[config.mk]
export PLATFORM = sky130hd
export DESIGN_NAME = iq_coherent_sum_decimator
export DESIGN_NICKNAME = d
export VERILOG_FILES = /design/src/design/iqcsd_pkg.sv /design/src/design/iq_coherent_sum_decimator.sv /design/src/design/iqcsd_accum.sv /design/src/design/iqcsd_scale.sv /design/src/design/iqcsd_format.sv
export SDC_FILE = /design/constraint.sdc
export NUM_CORES = 2
export LEC_CHECK = 0
export BUFFER_PORTS_ARGS = -buffer_cell sky130_fd_sc_hd__buf_4
export CAP_MARGIN = 10
export CORE_MARGIN = 2
export CORE_UTILIZATION = 24
export CTS_CLUSTER_SIZE = 8
export DETAILED_ROUTE_END_ITERATION = 8
export GPL_TIMING_DRIVEN = 1
export HOLD_SLACK_MARGIN = 0.02
export REMOVE_ABC_BUFFERS = 1
export SETUP_SLACK_MARGIN = 0.1
export SYNTH_ARGS = -nofsm -noshare
export SYNTH_HDL_FRONTEND = slang
export SYNTH_SLANG_ARGS = --single-unit
[constraint.sdc]
create_clock -name clock -period 8.2 [get_ports clock]
set_input_delay 0.82 -clock clock [delete_from_list [all_inputs] [get_ports clock]]
set_output_delay 0.82 -clock clock [all_outputs]
set_load 0.05 [all_outputs]
[src/design/iqcsd_pkg.sv]
// ----------------------------------------------------------------------------
// iqcsd_pkg
// Shared widths, register indexes and stage types of the I/Q coherent sum
// decimator.
// ----------------------------------------------------------------------------
package iqcsd_pkg;

   localparam int MAX_DECIM   = 1024;
   localparam int SAMPLE_W    = 8;
   localparam int FACTOR_W    = 11;
   localparam int GAIN_W      = 20;
   localparam int OFFSET_W    = 40;
   localparam int VALUE_W     = 41;
   localparam int FRAC_W      = 16;
   localparam int COUNT_W     = $clog2(MAX_DECIM);
   localparam int SUM_W       = SAMPLE_W + COUNT_W + 1;
   localparam int PROD_W      = SUM_W + GAIN_W + 1;
   localparam int CSR_INDEX_W = 3;

   localparam logic [FACTOR_W-1:0] DECIM_LIMIT = FACTOR_W'(MAX_DECIM);

   localparam logic signed [VALUE_W-1:0] BYTE_MAX = VALUE_W'(127);
   localparam logic signed [VALUE_W-1:0] BYTE_MIN = -VALUE_W'(128);

   typedef enum logic [CSR_INDEX_W-1:0] {
      REG_DECIM_FACTOR = 3'd0,
      REG_SCALE_GAIN   = 3'd1,
      REG_OFFSET_I     = 3'd2,
      REG_OFFSET_Q     = 3'd3,
      REG_BYTE_OUTPUT  = 3'd4,
      REG_SWAP_IQ      = 3'd5
   } reg_index_type;

   typedef struct packed {
      logic [FACTOR_W-1:0]        decim_factor;
      logic [GAIN_W-1:0]          scale_gain;
      logic signed [OFFSET_W-1:0] offset_i;
      logic signed [OFFSET_W-1:0] offset_q;
      logic                       byte_output;
      logic                       swap_iq;
   } cfg_type;

   // Completed block sums handed from the accumulator to the scaler.
   typedef struct packed {
      logic                    valid;
      logic signed [SUM_W-1:0] sum_i;
      logic signed [SUM_W-1:0] sum_q;
   } dump_type;

   // Scaled, offset-corrected values handed to the output formatter.
   typedef struct packed {
      logic                      valid;
      logic signed [VALUE_W-1:0] val_i;
      logic signed [VALUE_W-1:0] val_q;
   } value_type;

endpackage

[src/design/iq_coherent_sum_decimator.sv]
// ----------------------------------------------------------------------------
// iq_coherent_sum_decimator
// Integrate-and-dump decimator for complex 8-bit I/Q samples.
// ----------------------------------------------------------------------------
// Usage:
// Complex samples arrive on the req_ stream, one transaction per sample, and
// one transaction per sample is taken in every cycle while the pipeline
// moves. After decim_factor samples the two block sums are scaled by the
// Q4.16 gain, the offset terms are subtracted, and one result transaction
// leaves on the rsp_ stream; no result follows the other samples.
// The result of a block passes through one register stage each for the
// block sums, the gain products, the offset subtraction and the formatted
// result, in that order; one sample is taken per cycle while nothing stalls.
// When the receiver stalls with a result pending, the whole pipeline holds
// and req_tready drops until that result is taken; nothing is lost.
// Registers are written on the csr_ channel, which is always ready, and
// must only be written while no block result is still in flight.
// A synchronous reset restores the register defaults (factor one, unity
// gain, no offset, full precision, no swap), clears the sums and the
// sample count and empties the pipeline.
// ----------------------------------------------------------------------------
module iq_coherent_sum_decimator
   import iqcsd_pkg::*;
(
   input  logic                       clock,
   input  logic                       reset,
   // Sample input stream.
   input  logic                       req_tvalid,
   output logic                       req_tready,
   input  logic [2*SAMPLE_W-1:0]      req_tdata,   // [7:0] sample_i, [15:8] sample_q
   // Result stream.
   output logic                       rsp_tvalid,
   input  logic                       rsp_tready,
   output logic [87:0]                rsp_tdata,   // [40:0] first_value,
                                                   // [81:41] second_value, zero pad
   output logic [0:0]                 rsp_tuser,   // [0] clipped
   // Register write channel.
   input  logic                       csr_valid,
   output logic                       csr_ready,
   input  logic [CSR_INDEX_W-1:0]     csr_index,
   input  logic [OFFSET_W-1:0]        csr_data
);

   cfg_type                   cfg_ff;
   logic                      advance;
   dump_type                  dump;
   value_type                 value;
   logic signed [VALUE_W-1:0] out_first, out_second;
   logic                      out_clipped;

   // The pipeline moves whenever the result register is empty or drained.
   assign advance    = !rsp_tvalid || rsp_tready;
   assign req_tready = advance;
   assign csr_ready  = 1'b1;

   // Register file. Writes to indexes beyond the list are dropped.
   always_ff @(posedge clock) begin
      if (reset) begin
         cfg_ff.decim_factor <= FACTOR_W'(1);
         cfg_ff.scale_gain   <= GAIN_W'(65536);
         cfg_ff.offset_i     <= '0;
         cfg_ff.offset_q     <= '0;
         cfg_ff.byte_output  <= 1'b0;
         cfg_ff.swap_iq      <= 1'b0;
      end else if (csr_valid && csr_ready) begin
         case (reg_index_type'(csr_index))
            REG_DECIM_FACTOR: cfg_ff.decim_factor <= csr_data[FACTOR_W-1:0];
            REG_SCALE_GAIN:   cfg_ff.scale_gain   <= csr_data[GAIN_W-1:0];
            REG_OFFSET_I:     cfg_ff.offset_i     <= $signed(csr_data);
            REG_OFFSET_Q:     cfg_ff.offset_q     <= $signed(csr_data);
            REG_BYTE_OUTPUT:  cfg_ff.byte_output  <= csr_data[0];
            REG_SWAP_IQ:      cfg_ff.swap_iq      <= csr_data[0];
            default: begin
            end
         endcase
      end
   end

   iqcsd_accum u_accum (
      .clock        (clock),
      .reset        (reset),
      .advance      (advance),
      .sample_valid (req_tvalid),
      .sample_i     ($signed(req_tdata[SAMPLE_W-1:0])),
      .sample_q     ($signed(req_tdata[2*SAMPLE_W-1:SAMPLE_W])),
      .decim_factor (cfg_ff.decim_factor),
      .dump         (dump)
   );

   iqcsd_scale u_scale (
      .clock      (clock),
      .reset      (reset),
      .advance    (advance),
      .scale_gain (cfg_ff.scale_gain),
      .offset_i   (cfg_ff.offset_i),
      .offset_q   (cfg_ff.offset_q),
      .dump       (dump),
      .value      (value)
   );

   iqcsd_format u_format (
      .clock       (clock),
      .reset       (reset),
      .advance     (advance),
      .byte_output (cfg_ff.byte_output),
      .swap_iq     (cfg_ff.swap_iq),
      .value       (value),
      .out_valid   (rsp_tvalid),
      .out_first   (out_first),
      .out_second  (out_second),
      .out_clipped (out_clipped)
   );

   // Two values packed from bit zero, then zero fill up to whole bytes.
   assign rsp_tdata = {{(88 - 2*VALUE_W){1'b0}}, out_second, out_first};
   assign rsp_tuser = out_clipped;

endmodule

[src/design/iqcsd_accum.sv]
// ----------------------------------------------------------------------------
// iqcsd_accum
// Integrate-and-dump accumulators with the block sample counter.
// ----------------------------------------------------------------------------
module iqcsd_accum
   import iqcsd_pkg::*;
(
   input  logic                       clock,
   input  logic                       reset,
   input  logic                       advance,
   input  logic                       sample_valid,
   input  logic signed [SAMPLE_W-1:0] sample_i,
   input  logic signed [SAMPLE_W-1:0] sample_q,
   input  logic [FACTOR_W-1:0]        decim_factor,
   output dump_type                   dump
);

   logic signed [SUM_W-1:0] sum_i_ff, sum_q_ff;
   logic signed [SUM_W-1:0] sum_i_in, sum_q_in;
   logic [COUNT_W-1:0]      count_ff;
   logic [FACTOR_W-1:0]     count_inc;
   logic [FACTOR_W-1:0]     eff_factor;
   logic                    take, done;
   dump_type                dump_ff, dump_in;

   assign take = sample_valid & advance;

   always_comb begin
      // A zero factor acts as one, anything above the limit as the limit.
      if (decim_factor == '0) begin
         eff_factor = FACTOR_W'(1);
      end else if (decim_factor > DECIM_LIMIT) begin
         eff_factor = DECIM_LIMIT;
      end else begin
         eff_factor = decim_factor;
      end
      count_inc = FACTOR_W'(count_ff) + FACTOR_W'(1);
      // Greater-or-equal also closes a block after the factor was lowered.
      done      = (count_inc >= eff_factor);
      sum_i_in  = sum_i_ff + {{(SUM_W - SAMPLE_W){sample_i[SAMPLE_W-1]}}, sample_i};
      sum_q_in  = sum_q_ff + {{(SUM_W - SAMPLE_W){sample_q[SAMPLE_W-1]}}, sample_q};
      dump_in.valid = take & done;
      dump_in.sum_i = sum_i_in;
      dump_in.sum_q = sum_q_in;
   end

   always_ff @(posedge clock) begin
      if (reset) begin
         sum_i_ff      <= '0;
         sum_q_ff      <= '0;
         count_ff      <= '0;
         dump_ff.valid <= 1'b0;
      end else begin
         if (take) begin
            if (done) begin
               sum_i_ff <= '0;
               sum_q_ff <= '0;
               count_ff <= '0;
            end else begin
               sum_i_ff <= sum_i_in;
               sum_q_ff <= sum_q_in;
               count_ff <= count_inc[COUNT_W-1:0];
            end
         end
         if (advance) begin
            dump_ff.valid <= dump_in.valid;
         end
      end
      if (advance) begin
         dump_ff.sum_i <= dump_in.sum_i;
         dump_ff.sum_q <= dump_in.sum_q;
      end
   end

   assign dump = dump_ff;

   a_dump_clears: assert property (@(posedge clock) disable iff (reset)
      (take && done) |=> (sum_i_ff == '0 && sum_q_ff == '0 && count_ff == '0))
      else $error("accumulators not cleared after a dump");

   a_dump_needs_take: assert property (@(posedge clock) disable iff (reset)
      (advance && !take) |=> !dump_ff.valid)
      else $error("dump raised without an accepted sample");

endmodule

[src/design/iqcsd_scale.sv]
// ----------------------------------------------------------------------------
// iqcsd_scale
// Gain multiply and offset subtraction, one register after each step.
// ----------------------------------------------------------------------------
module iqcsd_scale
   import iqcsd_pkg::*;
(
   input  logic                       clock,
   input  logic                       reset,
   input  logic                       advance,
   input  logic [GAIN_W-1:0]          scale_gain,
   input  logic signed [OFFSET_W-1:0] offset_i,
   input  logic signed [OFFSET_W-1:0] offset_q,
   input  dump_type                   dump,
   output value_type                  value
);

   logic                     prod_valid_ff;
   logic signed [PROD_W-1:0] prod_i_ff, prod_q_ff;
   logic signed [PROD_W-1:0] prod_i_in, prod_q_in;
   logic signed [GAIN_W:0]   gain_s;
   value_type                value_ff, value_in;

   assign gain_s    = $signed({1'b0, scale_gain});
   assign prod_i_in = dump.sum_i * gain_s;
   assign prod_q_in = dump.sum_q * gain_s;

   // With the register ranges the difference always fits the output width,
   // so no saturation stage is needed.
   always_comb begin
      value_in.valid = prod_valid_ff;
      value_in.val_i = {{(VALUE_W - PROD_W){prod_i_ff[PROD_W-1]}}, prod_i_ff}
                     - {{(VALUE_W - OFFSET_W){offset_i[OFFSET_W-1]}}, offset_i};
      value_in.val_q = {{(VALUE_W - PROD_W){prod_q_ff[PROD_W-1]}}, prod_q_ff}
                     - {{(VALUE_W - OFFSET_W){offset_q[OFFSET_W-1]}}, offset_q};
   end

   always_ff @(posedge clock) begin
      if (reset) begin
         prod_valid_ff  <= 1'b0;
         value_ff.valid <= 1'b0;
      end else if (advance) begin
         prod_valid_ff  <= dump.valid;
         value_ff.valid <= value_in.valid;
      end
      if (advance) begin
         prod_i_ff      <= prod_i_in;
         prod_q_ff      <= prod_q_in;
         value_ff.val_i <= value_in.val_i;
         value_ff.val_q <= value_in.val_q;
      end
   end

   assign value = value_ff;

endmodule

[src/design/iqcsd_format.sv]
// ----------------------------------------------------------------------------
// iqcsd_format
// Byte truncation and clipping, I/Q swap and the result register.
// ----------------------------------------------------------------------------
module iqcsd_format
   import iqcsd_pkg::*;
(
   input  logic                       clock,
   input  logic                       reset,
   input  logic                       advance,
   input  logic                       byte_output,
   input  logic                       swap_iq,
   input  value_type                  value,
   output logic                       out_valid,
   output logic signed [VALUE_W-1:0]  out_first,
   output logic signed [VALUE_W-1:0]  out_second,
   output logic                       out_clipped
);

   typedef struct packed {
      logic signed [VALUE_W-1:0] val;
      logic                      clip;
   } byte_result_type;

   // Truncate toward zero: bias negative values by one less than a unit.
   function automatic byte_result_type to_byte(input logic signed [VALUE_W-1:0] v);
      logic signed [VALUE_W-1:0] biased;
      logic signed [VALUE_W-1:0] whole;
      byte_result_type           r;
      biased = v + (v[VALUE_W-1] ? VALUE_W'({FRAC_W{1'b1}}) : VALUE_W'(0));
      whole  = biased >>> FRAC_W;
      r.clip = 1'b0;
      r.val  = whole;
      if (whole > BYTE_MAX) begin
         r.val  = BYTE_MAX;
         r.clip = 1'b1;
      end else if (whole < BYTE_MIN) begin
         r.val  = BYTE_MIN;
         r.clip = 1'b1;
      end
      return r;
   endfunction

   byte_result_type           byte_i, byte_q;
   logic signed [VALUE_W-1:0] sel_i, sel_q;
   logic signed [VALUE_W-1:0] first_in, second_in;
   logic                      clipped_in;
   logic                      valid_ff;
   logic signed [VALUE_W-1:0] first_ff, second_ff;
   logic                      clipped_ff;

   always_comb begin
      byte_i     = to_byte(value.val_i);
      byte_q     = to_byte(value.val_q);
      sel_i      = byte_output ? byte_i.val : value.val_i;
      sel_q      = byte_output ? byte_q.val : value.val_q;
      clipped_in = byte_output & (byte_i.clip | byte_q.clip);
      first_in   = swap_iq ? sel_q : sel_i;
      second_in  = swap_iq ? sel_i : sel_q;
   end

   always_ff @(posedge clock) begin
      if (reset) begin
         valid_ff <= 1'b0;
      end else if (advance) begin
         valid_ff <= value.valid;
      end
      if (advance) begin
         first_ff   <= first_in;
         second_ff  <= second_in;
         clipped_ff <= clipped_in;
      end
   end

   assign out_valid   = valid_ff;
   assign out_first   = first_ff;
   assign out_second  = second_ff;
   assign out_clipped = clipped_ff;

   a_clip_at_limit: assert property (@(posedge clock) disable iff (reset)
      (valid_ff && clipped_ff) |->
         (first_ff == BYTE_MAX || first_ff == BYTE_MIN ||
          second_ff == BYTE_MAX || second_ff == BYTE_MIN))
      else $error("clip flag set without a value at a byte limit");

   a_hold_on_stall: assert property (@(posedge clock) disable iff (reset)
      (valid_ff && !advance) |=> (valid_ff && $stable(first_ff) && $stable(second_ff)))
      else $error("pending result changed while the receiver stalled");

endmodule

==> flow_metrics.py <==
metrics = {
    "run_status": {
        "outcome": "finished, final reports clean",
    },
    "global_routing": {
        "antenna_found_initial": 19,
        "top_usage_layer": "met2",
        "gr-usage-met2": 0.2277,
        "grt_overflow": 0,
        "grtUsageMet3": 0.03056,
        "grt_pass1_wl_mm": 231.8,
        "grtUsageMet1": 0.1861,
        "grt_usage": 0.1402,
        "grt_start_max_net_pins": 136,
        "grt_pass1_vias": 39340,
    },
    "clocking": {
        "ctsRootBufferMaster": "clkbuf_16",
        "clk_pin_slew_ps": 60,
        "cts_buffers": 68,
        "clock_latency_ps": 660,
        "cts_buffer_depth": 3,
        "cts_max_level": 3,
        "cts_sinks": 448,
        "cts_hold_buf": 0,
        "cts_tree": "yes",
    },
    "timing": {
        "setup_violations": 0,
        "max_freq_mhz": 129.3,
        "rsz0062_at_grt": "true",
        "drv_slew": 0,
        "clock_skew_ps": 36.46,
        "worst_pin_slew_ps": 1266,
        "period_needed_ps": 7732,
        "min_period_over_period": 0.9429,
        "final-hold-violation-count": 0,
        "slew_headroom": 0.1501,
        "finalSetupTns_ps": 0,
    },
    "final_layout": {
        "nNetsFinal": 6645,
        "multiInputGateArea_um2": 33960,
        "drive_gt1_frac": 0.07449,
        "regArea_um2": 11810,
        "fin_util": 0.2734,
        "num_antenna_cells": 0,
        "area_growth_pct": 12.94,
        "n_fill_cell": 21830,
    },
    "power_and_ir_drop": {
        "p_seq_frac": 0.279,
        "p_sw_mw": 6.633,
        "p_sw_frac": 0.4508,
        "p_per_area_nw_per_um2": 259.3,
        "power_leakage_nw": 25.34,
        "clock_power_share": 0.186,
        "combPwrFrac": 0.536,
        "ir_drop_uv": 238.2,
        "p_int_mw": 8.080,
    },
    "synth": {
        "syn_area_um2": 50230,
        "syn_avg_cell_area_um2": 9.254,
        "ys_types": 93,
        "ys_seq_area_frac": 0.2349,
        "synth_most_common_cell": "inv_1",
        "synth_top_flop_cell": "edfxtp_1",
        "netlist_top_cells_area": "fa_1 (24%), edfxtp_1 (17%), ha_1 (12%)",
        "synth.largest_area_cell": "fa_1",
        "synth-edff-count": 283,
        "yosys_register_bits": 448,
        "async_flop_share": 0,
        "synth_cells": 5428,
        "synthTopCellsByCount": "inv_1 (874), nand2_1 (744), fa_1 (614)",
        "ys_warn_count": 0,
        "synth_top_area_share": 0.2447,
    },
    "detailed_routing": {
        "route.vias.total": 37840,
        "wirelength_mm": 149.5,
        "drt-initial-drc-count": 2925,
        "vias_per_cell": 4.548,
        "wl_per_cell_um": 17.97,
        "drc": 0,
        "ant_nets": 0,
        "dr.pass1.iters": 6,
    },
    "placed_design": {
        "hpwl_mm": 116.3,
        "port-buffer-count": 148,
        "gp_congestion": 0.9197,
    },
    "setup_path": {
        "end_kind": "register",
        "crit_required_ps": 8580,
        "setup.worst_path.start_class": "register",
        "cp.arrival_ps": 8110,
        "crit_type": "reg2reg",
        "reg2reg_depth": 25,
        "crit_fanout": 13,
    },
    "floorplanning": {
        "dieArea_um2": 213000,
        "row_count": 167,
        "start_util": 0.2421,
        "die_h_um": 461.5,
        "dieWidth_um": 461.5,
        "io_pins": 156,
        "core_area_um2": 207500,
    },
    "worst_hold_path": {
        "min_path_type": "in2reg",
        "hold_path_depth": 3,
    },
    "flow_run": {
        "max-cap-violations": 0,
    },
}
[cells by family (layout without fill, tap and decap cells)]
kind of cell / Yosys count / in the layout / synth area share
buffers and inverters: 1154 / 1252 / 0.08967
multiplexers: 42 / 42 / 0.008593
other: 2 / 7 / 0.0001495
adder cells (fa/ha/maj): 1102 / 1102 / 0.3662
XOR/XNOR: 221 / 221 / 0.03853
flip-flops: 448 / 448 / 0.2349
AND/OR/NAND/NOR: 1655 / 1655 / 0.1584
AO/OA/AOI/OAI: 804 / 804 / 0.1035
[final cells by class]
class                   count  area share
multi-input cells        3831      0.5987
flip-flops and latches    448      0.2081
well taps                2788     0.06149
inverters                 876     0.05809
repair buffers            254     0.03718
clock buffers             113     0.03385
clock inverters             9    0.002602
[worst paths after layout]
kind	startpoint	slack (ps)	end
setup / recovery	u_accum.dump[21]$_DFFE_PN_	470	u_scale.prod_i_ff[39]$_DFFE_PN_
hold / removal	csr_data[39]	430	cfg_ff[41]$_SDFFE_PP0P_
setup reg to reg	u_accum.dump[21]$_DFFE_PN_	470	u_scale.prod_i_ff[39]$_DFFE_PN_
hold reg to reg	cfg_ff[29]$_SDFFE_PP0P_	450	cfg_ff[29]$_SDFFE_PP0P_
[per-stage QoR]
stage                     instances  instance area [µm²]  total power [mW]  hold slack (ps)  setup WS, ps
after floorplan                5155                49040             9.222            426.0         -2841
after global placement         8176                54460             11.74            441.4         339.5
after detailed placement       8176                54460             11.87            445.0         204.2
after CTS                      8298                56530             14.70            374.4         159.6
after global routing           8319                56730             15.78            396.9         52.19
final                          8319                56730             14.71            427.7         468.1
[state kept, by name, summed over array words and instances (netlist names), 10 cells and up]
register             flops
u_accum.sum_q_ff        19
cfg_ff                 113
u_scale.value           83
u_accum.sum_i_ff        19
u_scale.prod_i_ff       40
u_format.out_second     41
u_scale.prod_q_ff       40
u_accum.dump            39
u_format.out_first      41
u_accum.count_ff        10
[worst max-delay path: stages (launching register included)]
cell and delay (ps):
edfxtp_1 590, and2_1 270, fa_1 480, fa_1 510, inv_1 50, fa_1 480, inv_1 50, fa_1 490
fa_1 550, inv_1 50, fa_1 360, inv_1 80, fa_1 430, ha_1 370, a21o_1 180, a21oi_1 190
o221ai_1 160, nor3_1 260, a211oi_1 170, a41o_1 290, o41ai_2 260, o21ai_0 200, or2_2 310, or3b_1 350
a31oi_1 200, xnor2_1 90
[layer usage]
layer,vias to the layer above,part of all wire
met4,24,0.031
met3,256,0.073
met2,1259,0.46
met1,18630,0.44
li1,17670,-
met5,-,0.0010
[power groups by stage]
stage / registers (mW) / clock network (mW) / logic [mW]
after floorplan: 4.51 / 0 / 4.71
after global routing: 4.17 / 2.89 / 8.71
after detailed placement: 4.18 / 0 / 7.69
after CTS: 4.14 / 2.81 / 7.76
final: 4.10 / 2.73 / 7.88
after global placement: 4.17 / 0 / 7.57
[layout by cell type, fill, tap and decap left out, types with 10 or more instances in the layout]
cell	Yosys	layout
nand3_1	99	98
xor2_1	62	62
a21o_1	67	67
dfxtp_1	165	161
and3_1	34	33
a31oi_1	16	16
nor2b_1	54	54
nand2_1	744	743
and2_1	366	365
nand2b_1	37	37
a22oi_1	21	21
a211oi_1	22	22
o22ai_1	13	13
nand4_1	31	31
o21a_1	32	32
nor2_1	163	163
mux2i_1	33	33
buf_4	16	235
inv_1	874	873
or3_1	17	17
a21boi_0	10	10
o221a_2	35	35
nor3_1	61	61
clkbuf_16	0	68
ha_1	488	488
buf_12	1	15
edfxtp_1	283	283
fa_1	614	614
xnor2_1	159	159
clkbuf_1	243	40
a21oi_1	336	336
o211ai_1	13	13
o21bai_1	23	23
o21ai_0	113	112
[what timing repair did]
action                                  CTS  global route
buffers inserted                          0            21
endpoints found under the setup margin    0             6
gates resized for setup                   0             6
Note: power is estimated with default switching activity, not from simulation.
